### src/rtl/core/icl_pkg.sv
// icl_pkg: shared types and codes of the inode cache with its lru free list
// holds the request and result beat structs, status codes and the default slot count
// no dependencies
`timescale 1ns / 1ps
`default_nettype none

package icl_pkg;

  // default number of in-core inode slots
  localparam int unsigned SlotsDefault = 64;

  // field widths of the request and result beats
  localparam int unsigned DevW  = 8;
  localparam int unsigned NumW  = 16;
  localparam int unsigned SlotW = 6;
  localparam int unsigned StatW = 3;
  localparam int unsigned RefW  = 8;
  localparam int unsigned TagW  = DevW + NumW;

  // request kinds
  localparam logic KindGet = 1'b0;
  localparam logic KindPut = 1'b1;

  // result status codes
  localparam logic [StatW-1:0] StHit      = 3'd0;
  localparam logic [StatW-1:0] StFill     = 3'd1;
  localparam logic [StatW-1:0] StNoFree   = 3'd2;
  localparam logic [StatW-1:0] StReleased = 3'd3;
  localparam logic [StatW-1:0] StHeld     = 3'd4;

  // one request beat
  typedef struct packed {
    logic            kind;
    logic [DevW-1:0] device;
    logic [NumW-1:0] inode_number;
    logic [SlotW-1:0] slot;
  } icl_req_t;

  // one result beat
  typedef struct packed {
    logic [SlotW-1:0] slot_out;
    logic [StatW-1:0] status;
    logic [RefW-1:0]  ref_count;
  } icl_res_t;

  // status of the tag scan unit toward the sequencer
  typedef struct packed {
    logic done;
    logic hit;
  } icl_scan_t;

endpackage

`default_nettype wire

### src/rtl/core/icl_ram.sv
// icl_ram: generic simple dual port ram, one write and one read port, registered read
// used for the slot tag, reference count and free list link stores
// no dependencies
`timescale 1ns / 1ps
`default_nettype none

module icl_ram #(
  parameter int unsigned Width = 8,
  parameter int unsigned Depth = 64,
  localparam int unsigned AddrW = (Depth > 1) ? $clog2(Depth) : 1
) (
  input  wire logic             clk_i,
  input  wire logic             we_i,
  input  wire logic [AddrW-1:0] waddr_i,
  input  wire logic [Width-1:0] wdata_i,
  input  wire logic [AddrW-1:0] raddr_i,
  output logic      [Width-1:0] rdata_o
);

  logic [Width-1:0] mem_q [Depth];
  logic [Width-1:0] rdata_q;

  // write port and registered read port
  always_ff @(posedge clk_i) begin
    if (we_i) begin
      mem_q[waddr_i] <= wdata_i;
    end
    rdata_q <= mem_q[raddr_i];
  end

  assign rdata_o = rdata_q;

endmodule

`default_nettype wire

### src/rtl/core/icl_tag_scan.sv
// icl_tag_scan: walks the slot tag ram one address a cycle with one shared comparator
// stops at the lowest matching slot or after the last slot; depends on icl_pkg
`timescale 1ns / 1ps
`default_nettype none

module icl_tag_scan
  import icl_pkg::*;
#(
  parameter int unsigned Slots = SlotsDefault,
  localparam int unsigned SW = $clog2(Slots)
) (
  input  wire logic            clk_i,
  input  wire logic            rst_ni,
  input  wire logic            go_i,
  input  wire logic [TagW-1:0] key_i,
  input  wire logic [TagW-1:0] tag_rdata_i,
  output logic      [SW-1:0]   tag_raddr_o,
  output icl_scan_t            scan_o,
  output logic      [SW-1:0]   idx_o
);

  localparam logic [SW-1:0] LastIdx = SW'(Slots - 1);

  logic          iss_q;
  logic [SW-1:0] addr_q;
  logic          cmp_vld_q;
  logic [SW-1:0] cmp_idx_q;
  logic          match;
  logic          done;

  // compare the tag read last cycle against the key
  assign match = cmp_vld_q && (tag_rdata_i == key_i);
  assign done  = cmp_vld_q && (match || (cmp_idx_q == LastIdx));

  // issue side: one tag address a cycle until a match or the last slot
  always_ff @(posedge clk_i or negedge rst_ni) begin
    if (!rst_ni) begin
      iss_q     <= 1'b0;
      addr_q    <= '0;
      cmp_vld_q <= 1'b0;
      cmp_idx_q <= '0;
    end else if (go_i) begin
      iss_q     <= 1'b1;
      addr_q    <= '0;
      cmp_vld_q <= 1'b0;
    end else begin
      cmp_vld_q <= iss_q && !done;
      cmp_idx_q <= addr_q;
      if (iss_q) begin
        if (done || (addr_q == LastIdx)) begin
          iss_q <= 1'b0;
        end else begin
          addr_q <= addr_q + SW'(1);
        end
      end
    end
  end

  assign tag_raddr_o = addr_q;
  assign scan_o.done = done;
  assign scan_o.hit  = match;
  assign idx_o       = cmp_idx_q;

endmodule

`default_nettype wire

### src/rtl/core/inode_cache_lru_free_list_core.sv
// inode cache with lru free list: get looks a tag up by a serial scan, put releases a slot
// get: tag scan at one slot a cycle through the tag ram port, then count and list update;
// put: count read and decrement, then append to the free list tail at zero; one
// request at a time, busy_o high while a request runs
// reset: a clearing pass writes the tag, count and link rams; busy_o stays
// high meanwhile; each result is a one cycle strobe and the receiver cannot stall
`timescale 1ns / 1ps
`default_nettype none

module inode_cache_lru_free_list_core
  import icl_pkg::*;
#(
  parameter int unsigned Slots = SlotsDefault
) (
  input  wire logic     clk_i,
  input  wire logic     rst_ni,
  input  wire logic     start_i,
  input  wire icl_req_t req_i,
  output logic          busy_o,
  output logic          result_valid_o,
  output icl_res_t      result_o
);

  localparam int unsigned SW = $clog2(Slots);
  localparam int unsigned CW = $clog2(Slots + 1);
  localparam logic [SW-1:0] LastIdx = SW'(Slots - 1);

  // sequencer state codes
  localparam logic [3:0] SInit   = 4'd0;
  localparam logic [3:0] SIdle   = 4'd1;
  localparam logic [3:0] SScan   = 4'd2;
  localparam logic [3:0] SHitRd  = 4'd3;
  localparam logic [3:0] SHitEv  = 4'd4;
  localparam logic [3:0] SUnlRd  = 4'd5;
  localparam logic [3:0] SUnlWr  = 4'd6;
  localparam logic [3:0] SFin    = 4'd7;
  localparam logic [3:0] SPutRd  = 4'd8;
  localparam logic [3:0] SPutEv  = 4'd9;
  localparam logic [3:0] SAppA   = 4'd10;
  localparam logic [3:0] SAppB   = 4'd11;

  logic [3:0]    state_q, state_d;
  icl_req_t      req_q, req_d;
  logic [SW-1:0] tgt_q, tgt_d;
  logic [RefW-1:0] cnt_q, cnt_d;
  logic          fill_q, fill_d;
  logic [SW-1:0] init_q, init_d;
  logic [SW-1:0] head_q, head_d;
  logic [SW-1:0] tail_q, tail_d;
  logic [CW-1:0] count_q, count_d;
  icl_res_t      res_q, res_d;
  logic          res_vld_q, res_vld_d;

  // ram ports
  logic            tag_we;
  logic [SW-1:0]   tag_waddr, tag_raddr;
  logic [TagW-1:0] tag_wdata, tag_rdata;
  logic            refs_we;
  logic [SW-1:0]   refs_waddr, refs_raddr;
  logic [RefW-1:0] refs_wdata, refs_rdata;
  logic            nxt_we;
  logic [SW-1:0]   nxt_waddr, nxt_raddr, nxt_wdata, nxt_rdata;
  logic            prv_we;
  logic [SW-1:0]   prv_waddr, prv_raddr, prv_wdata, prv_rdata;

  icl_scan_t     scan;
  logic [SW-1:0] scan_idx;
  logic          scan_go;
  logic [SW-1:0] put_idx;
  logic          put_in_range;

  assign put_idx      = SW'(req_q.slot);
  assign put_in_range = 32'(req_q.slot) < Slots;

  // storage
  icl_ram #(.Width(TagW), .Depth(Slots)) u_tag_ram (
    .clk_i(clk_i), .we_i(tag_we), .waddr_i(tag_waddr), .wdata_i(tag_wdata),
    .raddr_i(tag_raddr), .rdata_o(tag_rdata)
  );

  icl_ram #(.Width(RefW), .Depth(Slots)) u_refs_ram (
    .clk_i(clk_i), .we_i(refs_we), .waddr_i(refs_waddr), .wdata_i(refs_wdata),
    .raddr_i(refs_raddr), .rdata_o(refs_rdata)
  );

  icl_ram #(.Width(SW), .Depth(Slots)) u_next_ram (
    .clk_i(clk_i), .we_i(nxt_we), .waddr_i(nxt_waddr), .wdata_i(nxt_wdata),
    .raddr_i(nxt_raddr), .rdata_o(nxt_rdata)
  );

  icl_ram #(.Width(SW), .Depth(Slots)) u_prev_ram (
    .clk_i(clk_i), .we_i(prv_we), .waddr_i(prv_waddr), .wdata_i(prv_wdata),
    .raddr_i(prv_raddr), .rdata_o(prv_rdata)
  );

  // serial tag lookup
  icl_tag_scan #(.Slots(Slots)) u_tag_scan (
    .clk_i       (clk_i),
    .rst_ni      (rst_ni),
    .go_i        (scan_go),
    .key_i       ({req_q.device, req_q.inode_number}),
    .tag_rdata_i (tag_rdata),
    .tag_raddr_o (tag_raddr),
    .scan_o      (scan),
    .idx_o       (scan_idx)
  );

  // sequencer
  always_comb begin
    state_d   = state_q;
    req_d     = req_q;
    tgt_d     = tgt_q;
    cnt_d     = cnt_q;
    fill_d    = fill_q;
    init_d    = init_q;
    head_d    = head_q;
    tail_d    = tail_q;
    count_d   = count_q;
    res_d     = res_q;
    res_vld_d = 1'b0;
    scan_go   = 1'b0;

    tag_we     = 1'b0;
    tag_waddr  = tgt_q;
    tag_wdata  = {req_q.device, req_q.inode_number};
    refs_we    = 1'b0;
    refs_waddr = tgt_q;
    refs_wdata = cnt_q;
    refs_raddr = tgt_q;
    nxt_we     = 1'b0;
    nxt_waddr  = tgt_q;
    nxt_wdata  = tgt_q;
    nxt_raddr  = tgt_q;
    prv_we     = 1'b0;
    prv_waddr  = tgt_q;
    prv_wdata  = tgt_q;
    prv_raddr  = tgt_q;

    case (state_q)
      // clearing pass: every slot free, in index order
      SInit: begin
        tag_we     = 1'b1;
        tag_waddr  = init_q;
        tag_wdata  = {DevW'(0), NumW'(init_q)};
        refs_we    = 1'b1;
        refs_waddr = init_q;
        refs_wdata = '0;
        nxt_we     = 1'b1;
        nxt_waddr  = init_q;
        nxt_wdata  = (init_q == LastIdx) ? '0 : init_q + SW'(1);
        prv_we     = 1'b1;
        prv_waddr  = init_q;
        prv_wdata  = (init_q == '0) ? LastIdx : init_q - SW'(1);
        if (init_q == LastIdx) begin
          state_d = SIdle;
        end else begin
          init_d = init_q + SW'(1);
        end
      end

      SIdle: begin
        if (start_i) begin
          req_d = req_i;
          if (req_i.kind == KindGet) begin
            scan_go = 1'b1;
            state_d = SScan;
          end else begin
            state_d = SPutRd;
          end
        end
      end

      SScan: begin
        if (scan.done) begin
          if (scan.hit) begin
            tgt_d   = scan_idx;
            state_d = SHitRd;
          end else if (count_q == '0) begin
            res_vld_d       = 1'b1;
            res_d.slot_out  = '0;
            res_d.status    = StNoFree;
            res_d.ref_count = '0;
            state_d         = SIdle;
          end else begin
            tgt_d   = head_q;
            fill_d  = 1'b1;
            cnt_d   = RefW'(1);
            state_d = SUnlRd;
          end
        end
      end

      SHitRd: begin
        state_d = SHitEv;
      end

      // saturating increment; a slot at zero leaves the free list
      SHitEv: begin
        cnt_d      = (refs_rdata == '1) ? refs_rdata : refs_rdata + RefW'(1);
        refs_we    = 1'b1;
        refs_wdata = cnt_d;
        fill_d     = 1'b0;
        state_d    = (refs_rdata == '0) ? SUnlRd : SFin;
      end

      // unlink: short lists collapse, else fetch both links
      SUnlRd: begin
        if (count_q == '0) begin
          state_d = SFin;
        end else if (count_q == CW'(1)) begin
          count_d = '0;
          head_d  = '0;
          tail_d  = '0;
          state_d = SFin;
        end else begin
          state_d = SUnlWr;
        end
      end

      SUnlWr: begin
        nxt_we    = 1'b1;
        nxt_waddr = prv_rdata;
        nxt_wdata = nxt_rdata;
        prv_we    = 1'b1;
        prv_waddr = nxt_rdata;
        prv_wdata = prv_rdata;
        if (tgt_q == head_q) begin
          head_d = nxt_rdata;
        end
        if (tgt_q == tail_q) begin
          tail_d = prv_rdata;
        end
        count_d = count_q - CW'(1);
        state_d = SFin;
      end

      // result of a get; a fill also retags the slot
      SFin: begin
        if (fill_q) begin
          tag_we     = 1'b1;
          refs_we    = 1'b1;
          refs_wdata = RefW'(1);
        end
        res_vld_d       = 1'b1;
        res_d.slot_out  = SlotW'(tgt_q);
        res_d.status    = fill_q ? StFill : StHit;
        res_d.ref_count = cnt_q;
        state_d         = SIdle;
      end

      SPutRd: begin
        refs_raddr = put_idx;
        tgt_d      = put_idx;
        state_d    = SPutEv;
      end

      // decrement a nonzero count of a slot in range; at zero the slot is appended to the free list tail
      SPutEv: begin
        res_d.slot_out = req_q.slot;
        if (!put_in_range || (refs_rdata == '0)) begin
          res_vld_d       = 1'b1;
          res_d.status    = StReleased;
          res_d.ref_count = '0;
          state_d         = SIdle;
        end else begin
          cnt_d      = refs_rdata - RefW'(1);
          refs_we    = 1'b1;
          refs_wdata = cnt_d;
          if (cnt_d != '0) begin
            res_vld_d       = 1'b1;
            res_d.status    = StHeld;
            res_d.ref_count = cnt_d;
            state_d         = SIdle;
          end else begin
            state_d = SAppA;
          end
        end
      end

      SAppA: begin
        if (count_q == '0) begin
          nxt_we          = 1'b1;
          prv_we          = 1'b1;
          head_d          = tgt_q;
          tail_d          = tgt_q;
          count_d         = CW'(1);
          res_vld_d       = 1'b1;
          res_d.status    = StReleased;
          res_d.ref_count = '0;
          state_d         = SIdle;
        end else begin
          nxt_we    = 1'b1;
          nxt_waddr = tail_q;
          prv_we    = 1'b1;
          prv_wdata = tail_q;
          state_d   = SAppB;
        end
      end

      SAppB: begin
        nxt_we          = 1'b1;
        nxt_wdata       = head_q;
        prv_we          = 1'b1;
        prv_waddr       = head_q;
        tail_d          = tgt_q;
        count_d         = count_q + CW'(1);
        res_vld_d       = 1'b1;
        res_d.status    = StReleased;
        res_d.ref_count = '0;
        state_d         = SIdle;
      end

      default: begin
        state_d = SIdle;
      end
    endcase
  end

  // control registers
  always_ff @(posedge clk_i or negedge rst_ni) begin
    if (!rst_ni) begin
      state_q   <= SInit;
      init_q    <= '0;
      head_q    <= '0;
      tail_q    <= LastIdx;
      count_q   <= CW'(Slots);
      fill_q    <= 1'b0;
      res_vld_q <= 1'b0;
    end else begin
      state_q   <= state_d;
      init_q    <= init_d;
      head_q    <= head_d;
      tail_q    <= tail_d;
      count_q   <= count_d;
      fill_q    <= fill_d;
      res_vld_q <= res_vld_d;
    end
  end

  // payload registers
  always_ff @(posedge clk_i) begin
    req_q <= req_d;
    tgt_q <= tgt_d;
    cnt_q <= cnt_d;
    res_q <= res_d;
  end

  assign busy_o         = (state_q != SIdle);
  assign result_valid_o = res_vld_q;
  assign result_o       = res_q;

endmodule

`default_nettype wire

### config.mk
export PLATFORM = sky130hd
export DESIGN_NAME = inode_cache_lru_free_list_core
export DESIGN_NICKNAME = d
export VERILOG_FILES = /design/src/rtl/core/icl_pkg.sv /design/src/rtl/core/icl_ram.sv /design/src/rtl/core/icl_tag_scan.sv /design/src/rtl/core/inode_cache_lru_free_list_core.sv
export SDC_FILE = /design/constraint.sdc
export NUM_CORES = 2
export LEC_CHECK = 0
export BUFFER_PORTS_ARGS = -buffer_cell sky130_fd_sc_hd__clkbuf_2
export CAP_MARGIN = 10
export CORE_UTILIZATION = 38
export CTS_BUF_LIST = sky130_fd_sc_hd__clkbuf_2
export CTS_CLUSTER_SIZE = 25
export DETAILED_ROUTE_END_ITERATION = 10
export PLACE_DENSITY = 0.5
export SLEW_MARGIN = 40
export SYNTH_ARGS = -nofsm -noshare
export SYNTH_HDL_FRONTEND = slang
export SYNTH_SLANG_ARGS = --single-unit
### constraint.sdc
create_clock -name clk_i -period 7.9 [get_ports clk_i]
set_input_delay 0 -clock clk_i [delete_from_list [all_inputs] [get_ports clk_i]]
set_output_delay 0 -clock clk_i [all_outputs]
set_load 0.05 [all_outputs]
==> impl_metrics.csv <==
group,metric,value,unit
layout,seqCellArea,88400,um^2
place,dpl_cell_area,123000,um^2
layout,fill_cells,26500,
layout,syn_to_final_growth,14.0,%
timing,fmax,214,MHz
critical_path,critPathLaunch,"state_q[3]$_DFFE_PN0P_",
place,dpl.hpwl,202000,um
timing,tightestPinTransition,939,ps
floorplanning,die_w,554,um
power_and_ir_drop,power_density,331,nW/um^2
layout,multiInputGateArea,27400,um^2
critical_path,end_kind,"flop",
yosys,ys_types,72,
drt,dr.pass1.iters,5,
critical_path,crit_cells,7,
place,place_ws,3220,ps
drt,routed_wl,325000,um
critical_path,startpoint_type,"flop",
place,dp.cells,9537,
power_and_ir_drop,ir_drop,0.000256,V
yosys,synth.top_cell.area_share,0.745,
yosys,synth-seq-cells,2966,
yosys,synthMuxAreaShare,0.162,
critical_path,rrSetupSlack,3230,ps
floorplanning,initial_utilization,0.382,
yosys,syn_avg_cell_area,20.5,um^2
drt,ant_nets,0,
global_routing,grt_usage,0.210,
clocking,numCtsBuffers,760,
yosys,syn_nets,5698,
critical_path,crit_chain,"nand4bb_1, nand3_2, nor2_1, a41oi_1, nor2b_1, nand2_1, nor2_1",
drt,vias,60600,
layout,mostFrequentLayoutCells,"edfxtp_1, clkbuf_2, mux4_2, nand2_1, nor2_1",
drt,drc_errors,0,
critical_path,worstPathBufferInverterCount,0,
global_routing,grt_pass1_wl,462000,um
critical_path,cp_common_cell,"nor2_1",
layout,layout_commonest_cell,"edfxtp_1",
yosys,yosysWarnings,0,
global_routing,grt_max_degree,120,
power_and_ir_drop,p_leak,0.0425,uW
place,portBuffers,52,
floorplanning,row_count,202,
power_and_ir_drop,swShare,0.355,
power_and_ir_drop,switchingPower,15500,uW
clocking,htreeDepth,6,
global_routing,grt_pass1_vias,62100,
critical_path,worst_r2r_path_depth,7,
critical_path,r2r_end,"u_next_ram.mem_q[43][4]$_DFFE_PP_",
drt,vias_per_cell,5.49,
yosys,netlist_area,116000,um^2
critical_path,crit_type,"flop to flop",
place,gp_congestion,0.818,
layout,fin_cells,11000,
critical_path,critPathSlowestCell,"dfrtp_1",
timing,clock_skew,277,ps
power_and_ir_drop,clkPwrFrac,0.238,
yosys,synth_xor_area_frac,0.00446,
timing,fin_crit_sh,0.591,
yosys,synth_top_family_by_area,"multiplexers",
critical_path,crit_required,9430,ps
timing,tns,0,ps
yosys,synth_compound_area_frac,0.0215,
yosys,dominantRegCellSynth,"edfxtp_1",
critical_path,crit_end,"u_next_ram.mem_q[43][4]$_DFFE_PP_",
layout,final_nets,6533,
yosys,yosysSeqAreaShare,0.762,
global_routing,overflow,0,
floorplanning,die_y,554,um
power_and_ir_drop,power,43800,uW
power_and_ir_drop,p_int,28200,uW
critical_path,crit_fanout,23,
layout,drive_above_1_share,0.335,
clocking,cts.sinks,2966,
yosys,synthTopCellsByArea,"edfxtp_1, mux4_2, nand2_1",
yosys,synthAdderAreaFrac,0.00108,
clocking,cts_tree,"built",
power_and_ir_drop,power.share.sequential,0.472,
critical_path,r2r_start,"state_q[3]$_DFFE_PN0P_",
critical_path,crit_family,"simple AND/OR/NAND/NOR gates",
clocking,clk_path_buf_depth,4,
yosys,synth_top_cell_by_area,"edfxtp_1",
outcome,outcome,"finished, final reports clean",
timing,setup_viol,0,
global_routing,antenna_found_initial,17,
run,drv_cap,0,
yosys,synth_cells,5654,
timing,min_period,4670,ps
floorplanning,dieArea,307000,um^2
timing,final.setup.worst_slack,3230,ps
floorplanning,coreArea,303000,um^2
critical_path,max_stage_delay,900,ps
clocking,cts.clk_slew.worst_paths,110,ps
floorplanning,io_pins,53,
timing,slew_viol_final,0,
power_and_ir_drop,p_comb_frac,0.290,
hold_path,hp-start,"req_i[24]",
clocking,clock_latency,2140,ps
drt,first_iter_violations,5719,
clocking,root_buffer,"clkbuf_2",
yosys,async_flop_share,0.0152,
hold_path,hold_class,"input pin to flop",
yosys,synth_simple_gate_area_frac,0.0372,
timing,hold_viol,0,
layout,fin_area,132000,um^2
critical_path,crit_arrival,6200,ps
hold_path,holdPathStages,5,
timing,rsz0062_at_grt,"false",
yosys,synth-edff-count,2877,
timing,slew_headroom,0.373,
drt,wl_per_cell,29.4,um
repair_timing:
action | 4_1_cts | 5_1_grt
buffers inserted | 0 | 0
hold buffers | 158 | 0
endpoints found under the hold margin | 122 | 0
gates resized for setup | 0 | 0
worst min-delay path by stage:
stage / slack (ps) / to
floorplan: -300 / count_q[0]$_DFFE_PN0P_
finish: 400 / req_q[24]$_DFFE_PP_
global route: 230 / req_q[27]$_DFFE_PP_
CTS: 2 / req_q[27]$_DFFE_PP_
detailed placement: 160 / result_valid_o$_DFF_PN0_
global placement: 150 / result_valid_o$_DFF_PN0_
registers in the layout (all words and copies together), names as in the netlist, 7 cells and up:
| name | cells |
|---|---|
| cnt_q | 8 |
| count_q | 7 |
| req_q | 24 |
| result_o | 17 |
| u_next_ram.mem_q | 384 |
| u_prev_ram.mem_q | 384 |
| u_refs_ram.mem_q | 512 |
| u_refs_ram.rdata_o | 8 |
| u_tag_ram.mem_q | 1536 |
| u_tag_ram.rdata_o | 24 |
power groups by stage:
stage | clock network [uW] | logic, uW | registers [uW]
2_1_floorplan | 0 | 6680 | 20800
3_3_place_gp | 0 | 12300 | 21100
3_5_place_dp | 0 | 12800 | 21000
4_1_cts | 10800 | 12900 | 20700
5_1_grt | 11500 | 13300 | 20700
6_report | 10400 | 12700 | 20700
synth_stat cells (8+ instances only):
| cell | number |
|---|---|
| dfrtp_1 | 38 |
| xnor2_1 | 26 |
| nand2b_1 | 14 |
| inv_1 | 31 |
| nor4_1 | 47 |
| and3_1 | 17 |
| mux4_2 | 778 |
| o22ai_1 | 48 |
| clkbuf_1 | 192 |
| ha_1 | 10 |
| nand2_1 | 384 |
| o221ai_1 | 14 |
| a2111oi_0 | 10 |
| mux2_2 | 17 |
| mux2i_1 | 106 |
| dfxtp_1 | 44 |
| a31oi_1 | 17 |
| nor3_1 | 46 |
| o21ai_0 | 68 |
| a21oi_1 | 149 |
| edfxtp_1 | 2877 |
| nand4_1 | 15 |
| o21a_1 | 12 |
| a211oi_1 | 8 |
| buf_2 | 35 |
| a21o_1 | 13 |
| xor2_1 | 33 |
| nor2_1 | 332 |
| and2_1 | 34 |
| nand3_1 | 47 |
| nor2b_1 | 12 |
| o31ai_1 | 11 |
| buf_1 | 72 |
metrics by stage:
step / hold slack [ps] / util
2_1_floorplan: -296 / -
3_3_place_gp: 151 / 0.401
3_5_place_dp: 159 / 0.407
4_1_cts: 1.62 / 0.435
5_1_grt: 229 / 0.436
6_report: 404 / 0.436
logic make-up (layout without fill, tap and decap cells):
group | after synthesis | count (layout)
flops | 2966 | 2966
simple gates | 982 | 982
mux | 902 | 902
compound gates | 402 | 402
buf+inv | 333 | 1733
xor+xnor | 59 | 59
fa+ha+maj | 10 | 10
other cells | 0 | 15
final cells by class:
| class | instances | area share |
|---|---|---|
| Multi-Input combinational cell | 2355 | 0.207 |
| Inverter | 32 | 0.000947 |
| Timing Repair Buffer | 374 | 0.0332 |
| Clock buffer | 1070 | 0.0405 |
| Antenna cell | 15 | 0.000284 |
| Tap cell | 3978 | 0.0377 |
| Clock inverter | 257 | 0.0109 |
| Sequential cell | 2966 | 0.669 |
worst min-delay path, stage by stage:
cell	delay [ps]
dlygate4sd3_1	530
dlygate4sd3_1	570
dlygate4sd3_1	560
clkbuf_2	120
dlygate4sd3_1	560
layer usage:
layer | global-route usage | vias up | wire [um]
met1 | 0.297 | 32200 | 141000
met2 | 0.329 | 2399 | 154000
met3 | 0.0413 | 485 | 21600
met4 | 0.0611 | 4 | 7750
met5 | 0 | - | 27
li1 | - | 25500 | -
(Power assumes the default switching activity.)
